==> config.mk <==
export PLATFORM = sky130hd
export DESIGN_NAME = wrapping_tick_distance_accumulator_core
export DESIGN_NICKNAME = d
export VERILOG_FILES = /design/src/rtl/wtda_pkg.sv /design/src/rtl/wtda_step.sv /design/src/rtl/wtda_accum.sv /design/src/rtl/wrapping_tick_distance_accumulator_core.sv
export SDC_FILE = /design/constraint.sdc
export NUM_CORES = 1
export LEC_CHECK = 0
export CORE_UTILIZATION = 60
export CTS_CLUSTER_DIAMETER = 100
export CTS_CLUSTER_SIZE = 8
export DETAILED_ROUTE_END_ITERATION = 10
export DONT_BUFFER_PORTS = 1
export GPL_TIMING_DRIVEN = 0
export PLACE_DENSITY_LB_ADDON = 0.12
export SYNTH_ARGS = -nofsm -noshare
export SYNTH_HDL_FRONTEND = slang
export SYNTH_SLANG_ARGS = --single-unit
==> constraint.sdc <==
create_clock -name aclk -period 19.28 [get_ports aclk]
set_clock_uncertainty 0.15 [all_clocks]
set_input_delay 0.964 -clock aclk [delete_from_list [all_inputs] [get_ports aclk]]
set_output_delay 0.964 -clock aclk [all_outputs]
set_load 0.05 [all_outputs]
==> src/rtl/wtda_pkg.sv <==
package wtda_pkg;

    localparam int COUNTER_BITS_DEFAULT = 8;

    localparam int STEP_BITS  = 9;
    localparam int TICK_BITS  = 32;
    localparam int DIST_BITS  = 48;
    localparam int SCALE_BITS = 32;
    localparam int THR_BITS   = 8;

    // distance sum with guard bits for saturation
    localparam int DIST_SUM_BITS = DIST_BITS + 2;

    localparam int M_FIELD_BITS  = STEP_BITS + 2 * TICK_BITS + 2 * DIST_BITS;
    localparam int M_TDATA_BITS  = ((M_FIELD_BITS + 7) / 8) * 8;

    localparam int CFG_DATA_BITS = 32;
    localparam int CFG_ADDR_BITS = 3;

    typedef enum logic {
        REG_WRAP_THRESHOLD = 1'b0,
        REG_CM_PER_TICK    = 1'b1
    } cfg_reg_t;

    localparam logic [THR_BITS-1:0]   WRAP_THRESHOLD_RESET = 8'd60;
    localparam logic [SCALE_BITS-1:0] CM_PER_TICK_RESET    = 32'd5346;

endpackage

==> src/rtl/wtda_step.sv <==
module wtda_step #(
    parameter int COUNTER_BITS = wtda_pkg::COUNTER_BITS_DEFAULT,
    localparam int PROD_BITS = COUNTER_BITS + wtda_pkg::SCALE_BITS
) (
    input  logic                               aclk,
    input  logic                               aresetn,
    input  logic                               advance,
    input  logic [COUNTER_BITS-1:0]            counter_value,
    input  logic [wtda_pkg::THR_BITS-1:0]      wrap_threshold,
    input  logic [wtda_pkg::SCALE_BITS-1:0]    cm_per_tick_q16,
    output logic [COUNTER_BITS:0]              delta_reg,
    output logic [COUNTER_BITS-1:0]            mag_reg,
    output logic [PROD_BITS-1:0]               prod_reg
);
    import wtda_pkg::*;

    localparam int N  = COUNTER_BITS;
    localparam int CW = (N > THR_BITS) ? N : THR_BITS;
    localparam logic [N+1:0] CNT_MOD = (N + 2)'(1) << N;

    logic              have_previous_reg;
    logic [N-1:0]      previous_count_reg;

    logic [N+1:0]      diff;
    logic [N+1:0]      diff_abs;
    logic [N+1:0]      diff_fix;
    logic [THR_BITS-1:0] thr;
    logic              wrapped;
    logic [N:0]        delta_next;
    logic [N:0]        delta_abs;
    logic [N-1:0]      mag_next;
    logic [PROD_BITS-1:0] prod_next;

    always_comb begin
        thr      = (wrap_threshold == '0) ? THR_BITS'(1) : wrap_threshold;
        diff     = {2'b00, previous_count_reg} - {2'b00, counter_value};
        diff_abs = diff[N+1] ? (~diff + (N + 2)'(1)) : diff;
        wrapped  = CW'(diff_abs[N-1:0]) >= CW'(thr);
        if (!wrapped) begin
            diff_fix = diff;
        end else if (previous_count_reg > counter_value) begin
            diff_fix = diff - CNT_MOD;
        end else begin
            diff_fix = diff + CNT_MOD;
        end
        delta_next = have_previous_reg ? diff_fix[N:0] : '0;
        delta_abs  = delta_next[N] ? (~delta_next + (N + 1)'(1)) : delta_next;
        mag_next   = delta_abs[N-1:0];
        prod_next  = PROD_BITS'(mag_next) * PROD_BITS'(cm_per_tick_q16);
    end

    always_ff @(posedge aclk) begin
        if (!aresetn) begin
            have_previous_reg  <= 1'b0;
            previous_count_reg <= '0;
        end else if (advance) begin
            have_previous_reg  <= 1'b1;
            previous_count_reg <= counter_value;
        end
    end

    always_ff @(posedge aclk) begin
        if (advance) begin
            delta_reg <= delta_next;
            mag_reg   <= mag_next;
            prod_reg  <= prod_next;
        end
    end

endmodule

==> src/rtl/wtda_accum.sv <==
module wtda_accum #(
    parameter int COUNTER_BITS = wtda_pkg::COUNTER_BITS_DEFAULT,
    localparam int PROD_BITS = COUNTER_BITS + wtda_pkg::SCALE_BITS
) (
    input  logic                              aclk,
    input  logic                              aresetn,
    input  logic                              advance,
    input  logic [COUNTER_BITS:0]             delta,
    input  logic [COUNTER_BITS-1:0]           mag,
    input  logic [PROD_BITS-1:0]              prod,
    output logic [wtda_pkg::STEP_BITS-1:0]    step_delta_reg,
    output logic [wtda_pkg::TICK_BITS-1:0]    tick_sum_reg,
    output logic [wtda_pkg::TICK_BITS-1:0]    tick_abs_sum_reg,
    output logic [wtda_pkg::DIST_BITS-1:0]    dist_sum_reg,
    output logic [wtda_pkg::DIST_BITS-1:0]    dist_abs_sum_reg
);
    import wtda_pkg::*;

    localparam int N  = COUNTER_BITS;
    localparam int EW = (N + 1 > STEP_BITS) ? N + 1 : STEP_BITS;
    localparam logic [TICK_BITS-1:0] S32_MAX = {1'b0, {(TICK_BITS-1){1'b1}}};
    localparam logic [TICK_BITS-1:0] S32_MIN = {1'b1, {(TICK_BITS-1){1'b0}}};
    localparam logic [DIST_BITS-1:0] S48_MAX = {1'b0, {(DIST_BITS-1){1'b1}}};
    localparam logic [DIST_BITS-1:0] S48_MIN = {1'b1, {(DIST_BITS-1){1'b0}}};

    logic                      neg;
    logic [EW-1:0]             delta_ext;
    logic [TICK_BITS:0]        tick_add;
    logic [TICK_BITS:0]        tick_abs_add;
    logic [DIST_SUM_BITS-1:0]  prod_ext;
    logic [DIST_SUM_BITS-1:0]  prod_term;
    logic [DIST_SUM_BITS-1:0]  dist_add;
    logic [DIST_BITS:0]        dist_abs_add;

    logic [STEP_BITS-1:0]      step_delta_next;
    logic [TICK_BITS-1:0]      tick_sum_next;
    logic [TICK_BITS-1:0]      tick_abs_sum_next;
    logic [DIST_BITS-1:0]      dist_sum_next;
    logic [DIST_BITS-1:0]      dist_abs_sum_next;

    always_comb begin
        neg       = delta[N];
        delta_ext = {{(EW-N-1){delta[N]}}, delta};
        step_delta_next = delta_ext[STEP_BITS-1:0];

        tick_add = {tick_sum_reg[TICK_BITS-1], tick_sum_reg}
                 + {{(TICK_BITS-N){delta[N]}}, delta};
        if (tick_add[TICK_BITS] != tick_add[TICK_BITS-1]) begin
            tick_sum_next = tick_add[TICK_BITS] ? S32_MIN : S32_MAX;
        end else begin
            tick_sum_next = tick_add[TICK_BITS-1:0];
        end

        tick_abs_add = {1'b0, tick_abs_sum_reg} + (TICK_BITS + 1)'(mag);
        tick_abs_sum_next = tick_abs_add[TICK_BITS] ? '1 : tick_abs_add[TICK_BITS-1:0];

        // conditional negate folded into the add
        prod_ext  = DIST_SUM_BITS'(prod);
        prod_term = neg ? ~prod_ext : prod_ext;
        dist_add  = {{(DIST_SUM_BITS-DIST_BITS){dist_sum_reg[DIST_BITS-1]}}, dist_sum_reg}
                  + prod_term + DIST_SUM_BITS'(neg);
        if (dist_add[DIST_SUM_BITS-1:DIST_BITS-1] != '0
            && dist_add[DIST_SUM_BITS-1:DIST_BITS-1] != '1) begin
            dist_sum_next = dist_add[DIST_SUM_BITS-1] ? S48_MIN : S48_MAX;
        end else begin
            dist_sum_next = dist_add[DIST_BITS-1:0];
        end

        dist_abs_add = {1'b0, dist_abs_sum_reg} + (DIST_BITS + 1)'(prod);
        dist_abs_sum_next = dist_abs_add[DIST_BITS] ? '1 : dist_abs_add[DIST_BITS-1:0];
    end

    always_ff @(posedge aclk) begin
        if (!aresetn) begin
            tick_sum_reg     <= '0;
            tick_abs_sum_reg <= '0;
            dist_sum_reg     <= '0;
            dist_abs_sum_reg <= '0;
        end else if (advance) begin
            tick_sum_reg     <= tick_sum_next;
            tick_abs_sum_reg <= tick_abs_sum_next;
            dist_sum_reg     <= dist_sum_next;
            dist_abs_sum_reg <= dist_abs_sum_next;
        end
    end

    always_ff @(posedge aclk) begin
        if (advance) begin
            step_delta_reg <= step_delta_next;
        end
    end

endmodule

==> src/rtl/wrapping_tick_distance_accumulator_core.sv <==
// Wheel tick odometer. Each item on the s_ channel is one reading of a
// free-running wheel tick counter; each item on the m_ channel is the
// wrap-corrected delta of that reading and the running totals after it.
// The first reading after reset seeds the previous value and yields delta 0.
// Registers over APB: 0x0 wrap threshold (8 bits), 0x4 cm per tick (Q16.16).
// Write them only while no item is in flight.
// Throughput: one item per cycle while m_tready stays high; the path
// is input register, delta and multiplier stage, then the saturating
// accumulator stage that also holds the result and drives m_tvalid.
// When m_tready is low the result holds and the two earlier stages
// still fill, so up to three items are held before s_tready drops.
// Reset clears the pipeline, the previous reading and all totals, and
// restores the register defaults.
module wrapping_tick_distance_accumulator_core #(
    parameter int COUNTER_BITS = wtda_pkg::COUNTER_BITS_DEFAULT,
    localparam int S_TDATA_BITS = ((COUNTER_BITS + 7) / 8) * 8
) (
    input  logic                                 aclk,
    input  logic                                 aresetn,

    input  logic                                 s_tvalid,
    output logic                                 s_tready,
    // [COUNTER_BITS-1:0] counter_value, rest zero
    input  logic [S_TDATA_BITS-1:0]              s_tdata,

    output logic                                 m_tvalid,
    input  logic                                 m_tready,
    // [8:0] step_delta, [40:9] total_ticks, [72:41] total_abs_ticks,
    // [120:73] distance_cm_q16, [168:121] abs_distance_cm_q16, rest zero
    output logic [wtda_pkg::M_TDATA_BITS-1:0]    m_tdata,

    input  logic                                 psel,
    input  logic                                 penable,
    input  logic                                 pwrite,
    input  logic [wtda_pkg::CFG_ADDR_BITS-1:0]   paddr,
    input  logic [wtda_pkg::CFG_DATA_BITS-1:0]   pwdata,
    output logic [wtda_pkg::CFG_DATA_BITS-1:0]   prdata,
    output logic                                 pready
);
    import wtda_pkg::*;

    localparam int N = COUNTER_BITS;
    localparam int PROD_BITS = N + SCALE_BITS;

    logic [THR_BITS-1:0]   wrap_threshold_reg;
    logic [SCALE_BITS-1:0] cm_per_tick_reg;
    cfg_reg_t              cfg_sel;
    logic                  cfg_write;

    logic                  in_valid_reg;
    logic                  mid_valid_reg;
    logic                  out_valid_reg;
    logic [N-1:0]          counter_reg;

    logic                  out_free;
    logic                  mid_advance;
    logic                  mid_free;
    logic                  in_advance;
    logic                  s_accept;

    logic [N:0]            delta;
    logic [N-1:0]          mag;
    logic [PROD_BITS-1:0]  prod;

    logic [STEP_BITS-1:0]  step_delta;
    logic [TICK_BITS-1:0]  total_ticks;
    logic [TICK_BITS-1:0]  total_abs_ticks;
    logic [DIST_BITS-1:0]  distance_cm_q16;
    logic [DIST_BITS-1:0]  abs_distance_cm_q16;

    assign pready    = 1'b1;
    assign cfg_sel   = cfg_reg_t'(paddr[2]);
    assign cfg_write = psel && penable && pwrite && pready;

    always_ff @(posedge aclk) begin
        if (!aresetn) begin
            wrap_threshold_reg <= WRAP_THRESHOLD_RESET;
            cm_per_tick_reg    <= CM_PER_TICK_RESET;
        end else if (cfg_write) begin
            unique case (cfg_sel)
                REG_WRAP_THRESHOLD: wrap_threshold_reg <= pwdata[THR_BITS-1:0];
                REG_CM_PER_TICK:    cm_per_tick_reg    <= pwdata[SCALE_BITS-1:0];
                default:            ;
            endcase
        end
    end

    always_comb begin
        unique case (cfg_sel)
            REG_WRAP_THRESHOLD: prdata = CFG_DATA_BITS'(wrap_threshold_reg);
            REG_CM_PER_TICK:    prdata = CFG_DATA_BITS'(cm_per_tick_reg);
            default:            prdata = '0;
        endcase
    end

    always_comb begin
        out_free    = !out_valid_reg || m_tready;
        mid_advance = mid_valid_reg && out_free;
        mid_free    = !mid_valid_reg || mid_advance;
        in_advance  = in_valid_reg && mid_free;
        s_tready    = !in_valid_reg || in_advance;
        s_accept    = s_tvalid && s_tready;
    end

    always_ff @(posedge aclk) begin
        if (!aresetn) begin
            in_valid_reg  <= 1'b0;
            mid_valid_reg <= 1'b0;
            out_valid_reg <= 1'b0;
        end else begin
            if (s_tready) begin
                in_valid_reg <= s_tvalid;
            end
            if (mid_free) begin
                mid_valid_reg <= in_valid_reg;
            end
            if (out_free) begin
                out_valid_reg <= mid_valid_reg;
            end
        end
    end

    always_ff @(posedge aclk) begin
        if (s_accept) begin
            counter_reg <= s_tdata[N-1:0];
        end
    end

    wtda_step #(
        .COUNTER_BITS (COUNTER_BITS)
    ) u_step (
        .aclk            (aclk),
        .aresetn         (aresetn),
        .advance         (in_advance),
        .counter_value   (counter_reg),
        .wrap_threshold  (wrap_threshold_reg),
        .cm_per_tick_q16 (cm_per_tick_reg),
        .delta_reg       (delta),
        .mag_reg         (mag),
        .prod_reg        (prod)
    );

    wtda_accum #(
        .COUNTER_BITS (COUNTER_BITS)
    ) u_accum (
        .aclk             (aclk),
        .aresetn          (aresetn),
        .advance          (mid_advance),
        .delta            (delta),
        .mag              (mag),
        .prod             (prod),
        .step_delta_reg   (step_delta),
        .tick_sum_reg     (total_ticks),
        .tick_abs_sum_reg (total_abs_ticks),
        .dist_sum_reg     (distance_cm_q16),
        .dist_abs_sum_reg (abs_distance_cm_q16)
    );

    assign m_tvalid = out_valid_reg;
    assign m_tdata  = {{(M_TDATA_BITS - M_FIELD_BITS){1'b0}},
                       abs_distance_cm_q16, distance_cm_q16,
                       total_abs_ticks, total_ticks, step_delta};

endmodule
==> Word-level counts from Yosys, hierarchy flattened <==
Index checks and enable logic that the tools add are counted.
{ "totals": {"register_bits": 286, "latchBits": 0, "ram_bits": 0, "mem_bits_ro": 0, "input_bits": 50, "out_inout_bits": 211, "mem_count": 0} }
{ "op_classes": {"n_addsub": 10, "mul": 1, "div": 0, "magnitude_cmp": 2, "n_eq_ne": 2, "shifts": 0, "mux": 14, "bitwise": 4, "n_reduce_logical": 16} }
{ "ops": {"columns": ["op", "n"], "rows": [
  ["two-way mux 48 bit", 3],
  ["two-way mux 32 bit", 3],
  ["one-hot mux 32 bit (2 select lines)", 1],
  ["adder 50 x 1 -> 50 bit", 1],
  ["adder 50 bit", 1],
  ["two-way mux 50 bit", 1],
  ["NOT 40 -> 50 bit", 1],
  ["adder 48 x 40 -> 49 bit", 1],
  ["multiplier 8 x 32 -> 40 bit", 1],
  ["adder 32 x 8 -> 33 bit", 1],
  ["adder 32 x 9 -> 33 bit", 1],
  ["two-way mux 9 bit", 3],
  ["two-way mux 8 bit", 3],
  ["adder 8 x 1 -> 8 bit, second input constant", 2],
  ["NOT 8 bit", 2],
  ["adder 9 bit, second input constant", 1],
  ["subtractor 8 x 8 -> 9 bit", 1],
  ["subtractor 9 bit, second input constant", 1],
  ["greater-or-equal comparator 8 bit", 1],
  ["> comparator 8 bit", 1],
  ["zero test 8 bit", 1],
  ["logical AND 1 bit", 6],
  ["AND reduction 2 bit", 2],
  ["zero test 1 bit", 3],
  ["other kinds (5)", 7]
]} }

==> Logic depth before layout (Yosys ltp) <==
{ "depth": {"word_depth": 11, "depth_mapped": 41, "ltp_nobuf": 39} }

==> Cells and area by module <==
Synthesis repeated with hierarchy kept, for this count alone.
{ "unflattened": {"cells_unflattened": 3126, "area_unflattened_um2": 27356.2} }
{ "modules_own_cells": {"columns": ["mod", "instances", "cells_each", "area_each_um2"], "rows": [
  ["wtda_accum", 1, 1693, 13829.5],
  ["wtda_step", 1, 1191, 11136.9],
  ["wrapping_tick_distance_accumulator_core", 1, 242, 2389.8]
]} }

==> Worst setup path before layout <==
No wires, ideal clock.
{ "synth_path": {"kind": "flip-flop to flip-flop", "from": "reg counter_reg[0]", "to": "reg u_step.prod_reg[37] (data pin)", "setup_ns": 0.259, "t_arrival_ns": 8.921, "t_required_ns": 18.871, "slack_ns": 9.951, "path_stages_with_launch": 39, "cell_sequence": "edfxtp_1 > ha_1 > inv_1 > fa_1 > a21o_1 > a21oi_1 > o21bai_1 > a21oi_1 > o21ai_2 > mux2_2 > ha_1 > a21o_1 > a21o_1 > a21o_1 > a21o_1 > a2111oi_4 > o21a_1 > nor3_1 > [... 3 more ...] > fa_1 > fa_1 > inv_1 > fa_1 > inv_1 > fa_1 > inv_1 > ha_1 > o21a_1 > o31a_1 > o311ai_1 > a21oi_1 > and3_1 > o32a_1 > a21bo_1 > a41oi_1 > nor2b_1 > xnor2_1"} }
{ "synth_via": {"elab_chain_len": 11, "word_cells_on_any_way": 15, "cone_classes": "5 x add/sub; 1 x mul; 2 x order compare; 5 x mux; 2 x bitwise"} }
{ "synth_rtl": {"columns": ["item", "line_no", "rtl"], "rows": [
  ["start, declared", "wrapping_tick_distance_accumulator_core.sv:53", "logic [N-1:0] counter_reg;"],
  ["start signal, assigned", "wrapping_tick_distance_accumulator_core.sv:125", "counter_reg <= s_tdata[N-1:0];"],
  ["subtractor 8 x 8 -> 9 bit", "wtda_step.sv:36", "diff = {2'b00, previous_count_reg} - {2'b00, counter_value};"],
  ["NOT 8 bit", "wtda_step.sv:37", "diff_abs = diff[N+1] ? (~diff + (N + 2)'(1)) : diff;"],
  ["adder 8 x 1 -> 8 bit", "wtda_step.sv:37", null],
  ["two-way mux 8 bit", "wtda_step.sv:37", null],
  ["greater-or-equal comparator 8 bit", "wtda_step.sv:38", "wrapped = CW'(diff_abs[N-1:0]) >= CW'(thr);"],
  ["two-way mux 9 bit *", "wtda_step.sv:39", "if (!wrapped) begin"],
  ["two-way mux 9 bit *", "wtda_step.sv:46", "delta_next = have_previous_reg ? diff_fix[N:0] : '0;"],
  ["NOT 8 bit", "wtda_step.sv:47", "delta_abs = delta_next[N] ? (~delta_next + (N + 1)'(1)) : delta_next;"],
  ["adder 8 x 1 -> 8 bit", "wtda_step.sv:47", null],
  ["two-way mux 8 bit *", "wtda_step.sv:47", null],
  ["multiplier 8 x 32 -> 40 bit *", "wtda_step.sv:49", "prod_next = PROD_BITS'(mag_next) * PROD_BITS'(cm_per_tick_q16);"],
  ["via u_step.prod_next[37]", "wtda_step.sv:32", "logic [PROD_BITS-1:0] prod_next;"],
  ["end signal, assigned", "wtda_step.sv:66", "prod_reg <= prod_next;"],
  ["end, declared", "wtda_step.sv:13", "output logic [PROD_BITS-1:0] prod_reg"]
]} }
Mark *: on every way through the listed nets, which the timed path passes. The rest lies on a longest branch.
A chain may end at the register's enable or synchronous reset.

==> Worst setup path after layout <==
{ "layout_path": {"from": "reg u_step.previous_count_reg[0]", "to": "reg u_step.prod_reg[38] (data pin)"} }
{ "layout_via": {"elab_chain_len": 11, "word_cells_on_any_way": 15, "cone_classes": "5 x add/sub; 1 x mul; 2 x order compare; 5 x mux; 2 x bitwise"} }
{ "layout_rtl": {"columns": ["item", "line_no", "rtl"], "rows": [
  ["start, declared", "wtda_step.sv:22", "logic [N-1:0] previous_count_reg;"],
  ["start signal, assigned", "wtda_step.sv:58", "previous_count_reg <= counter_value;"],
  ["subtractor 8 x 8 -> 9 bit", "wtda_step.sv:36", null],
  ["NOT 8 bit", "wtda_step.sv:37", null],
  ["adder 8 x 1 -> 8 bit", "wtda_step.sv:37", null],
  ["two-way mux 8 bit", "wtda_step.sv:37", null],
  ["greater-or-equal comparator 8 bit", "wtda_step.sv:38", null],
  ["two-way mux 9 bit *", "wtda_step.sv:39", null],
  ["two-way mux 9 bit *", "wtda_step.sv:46", null],
  ["NOT 8 bit", "wtda_step.sv:47", null],
  ["adder 8 x 1 -> 8 bit", "wtda_step.sv:47", null],
  ["two-way mux 8 bit *", "wtda_step.sv:47", null],
  ["multiplier 8 x 32 -> 40 bit *", "wtda_step.sv:49", null],
  ["via u_step.prod_next[38]", "wtda_step.sv:32", null]
]} }
Marks and branches as above.

==> results.json <==
{
  "cp_max_fo": 10,
  "die-area_sq_um": 44870,
  "totalWireLength_um": 79360,
  "cts_buffer_depth": 3,
  "endpoint_kind": "flop",
  "tns_ns": 0,
  "ys_ff_latch": 285,
  "total_power_mw": 2.345,
  "num_vias": 23270,
  "synthTopCellsByCount": "312 x a21oi_1, 301 x nand2_1, 284 x nor2_1, 260 x inv_1, 212 x dfxtp_1",
  "cp_slowest_cell": "o31ai_1",
  "avgSynthCellArea_sq_um": 8.400,
  "grt-ovfl-total": 0,
  "numCtsBuffers": 41,
  "worst_pin_slew_ns": 1.311,
  "ctsResizeCount": 0,
  "p_int_mw": 1.364,
  "power_frac_comb": 0.384,
  "setup_viol": 0,
  "first_pass_iters": 6,
  "status": "completed",
  "crit_path_start_kind": "flop",
  "required_ns": 19.49,
  "yosys_warnings": 0,
  "drc": 0,
  "synthCells": 3145,
  "max_cap_violations": 0,
  "yosys.area.top_type_share": 0.1607,
  "place_ws_ns": 8.701,
  "clk_pin_slew_ns": 0.05,
  "worst_slack_ns": 8.488,
  "multi_input_area_sq_um": 18350,
  "die_y_um": 211.8,
  "seq_area_sq_um": 6436,
  "num_io_pins": 261,
  "nNetsFinal": 3635,
  "design.core.area_sq_um": 43270,
  "hold_viol": 0,
  "first_iter_violations": 1953,
  "hold_buffers": 0,
  "vias_per_cell": 6.125,
  "synthFlopType": "dfxtp_1",
  "syn_area_sq_um": 26420,
  "antenna_found_initial": 1,
  "async_flop_share": 0,
  "swShare": 0.4183,
  "initial_utilization": 0.6106,
  "clock-sinks": 285,
  "fp-row-count": 76,
  "grt_usage": 0.3534,
  "nFillCells": 3713,
  "timing.fmax_mhz": 92.66,
  "cts_setup_buffers": 0,
  "synth_edf_count": 73,
  "min_path_type": "reg -> reg",
  "p_leak_nw": 12.75,
  "root_buffer": "clkbuf_16",
  "yosysTopAreaCell": "dfxtp_1",
  "die_width_um": 211.8,
  "synth_area_leaders": "dfxtp_1 16%, fa_1 14%, ha_1 9.7%",
  "cts.htree.levels": 2,
  "arrival_ns": 11.01,
  "routedWlPerCell_um": 20.89,
  "cts_tree": "yes",
  "grt_pass1_wl_um": 123300,
  "critPathMaxStageDelay_ns": 0.71,
  "p_per_area_nw_per_um2": 82.75,
  "drive_gt1_frac": 0.05042,
  "crit_type": "reg -> reg",
  "fin_crit_ns": 10.79,
  "grt_setup_unrepaired": "no",
  "area_growth_pct": 7.256,
  "netSwitchingPower_mw": 0.9809,
  "power_frac_seq": 0.329,
  "ant_nets": 0,
  "grt_pass1_vias": 22520,
  "ys_types": 92,
  "maxSlewViolCount": 0,
  "io_buffers": 0,
  "ir_drop_mv": 0.1015,
  "period_share": 0.5598,
  "grt_max_degree": 66,
  "path_common_cell": "a21o_1",
  "routabilityCongestion": 0.9732,
  "clk_latency_ns": 0.59,
  "clockPowerShare": 0.287,
  "relSlewSlack": 0.1031,
  "yosysSeqAreaShare": 0.2436,
  "yosysMostFrequentCell": "a21oi_1",
  "dp_hpwl_um": 63570
}
area by class of cell:
type                       instances  share of cell area
clock inverter                     3            0.001457
timing repair buffer               1           0.0005299
inverter                         263             0.03484
multi-input combinational       2460              0.6478
clock buffer                      58             0.03882
buffer                           143             0.02349
antenna                            1          0.00008832
tap                              585             0.02583
sequential                       285              0.2272
routing by layer:
metal	part of all wire	global-route usage	vias up
li1	-	-	10983
met1	0.42	0.4544	11067
met2	0.46	0.5778	1010
met3	0.082	0.06631	210
met4	0.044	0.1579	0
met5	0	0	-
critical path: cells and delay by family, from the launching register on:
kind	cells	cell delay (ns)
AOI/OAI and AO/OA	20	5.06
and+or+nand+nor	2	0.24
buffers and inverters	5	0.66
xor gates and xnor gates	1	0.54
DFF	1	0.29
adders and majority gates	8	3.32
muxes	1	0.33
path summary, 6_finish.rpt:
check / end / depth (start not counted) / slack, ns / start
min: wrap_threshold_reg[1]$_SDFFE_PN0P_ / 2 / 0.33 / wrap_threshold_reg[1]$_SDFFE_PN0P_
max reg2reg: u_step.prod_reg[38]$_DFFE_PP_ / 37 / 8.49 / u_step.previous_count_reg[0]$_SDFFE_PN0P_
max: u_step.prod_reg[38]$_DFFE_PP_ / 37 / 8.49 / u_step.previous_count_reg[0]$_SDFFE_PN0P_
min reg2reg: wrap_threshold_reg[1]$_SDFFE_PN0P_ / 2 / 0.33 / wrap_threshold_reg[1]$_SDFFE_PN0P_
logic make-up (layout without fill, tap and decap cells):
kind of cell | Yosys count | after routing | share of synthesized area
simple gates | 957 | 957 | 0.1716
xor+xnor | 214 | 214 | 0.07180
other cells | 2 | 9 | 0.0002843
buf+inv | 406 | 468 | 0.06243
compound gates | 873 | 873 | 0.2057
mux | 13 | 13 | 0.005257
fa+ha+maj | 395 | 395 | 0.2392
flops | 285 | 285 | 0.2436
metrics by stage:
step / instance area, sq um / utilization / std cells / hold WS [ns]
finish: 28330 / 0.6549 / 3799 / 0.3256
global route: 28330 / 0.6548 / 3798 / 0.3290
CTS: 28330 / 0.6548 / 3798 / 0.3171
detailed placement: 27190 / 0.6284 / 3737 / 0.3064
global placement: 27170 / 0.6280 / 3736 / 0.2959
floorplan: 26440 / - / 3151 / 0.2807
cells in the final DEF (no fill, tap or decap), types with 17 or more instances in the layout:
cell type | synthesis | routed
ha_1 | 205 | 205
a31oi_1 | 54 | 54
nor2_1 | 284 | 284
inv_1 | 260 | 260
a211oi_1 | 23 | 23
a21o_1 | 78 | 78
and2_1 | 69 | 69
xor2_1 | 106 | 106
a21oi_1 | 312 | 312
nand2_1 | 301 | 301
and2_4 | 17 | 17
nand3_1 | 69 | 69
nor3_1 | 34 | 34
clkbuf_1 | 92 | 107
xnor2_1 | 105 | 105
nor2b_1 | 23 | 23
o21bai_1 | 20 | 20
nand2b_1 | 32 | 32
buf_2 | 27 | 27
and3_1 | 46 | 46
o211ai_1 | 23 | 23
edfxtp_1 | 73 | 73
o21ai_0 | 208 | 201
fa_1 | 185 | 185
o21a_1 | 32 | 32
dfxtp_1 | 212 | 212
clkbuf_16 | 0 | 41
power by group through the flow:
| stage | sequential, mW | clock [mW] | combinational [mW] |
|---|---|---|---|
| CTS | 0.771 | 0.683 | 0.884 |
| global route | 0.775 | 0.706 | 0.984 |
| global placement | 0.784 | 0 | 0.858 |
| floorplan | 0.761 | 0 | 0.653 |
| detailed placement | 0.783 | 0 | 0.880 |
| finish | 0.773 | 0.673 | 0.900 |
Note: power is estimated with default switching activity, not from simulation.
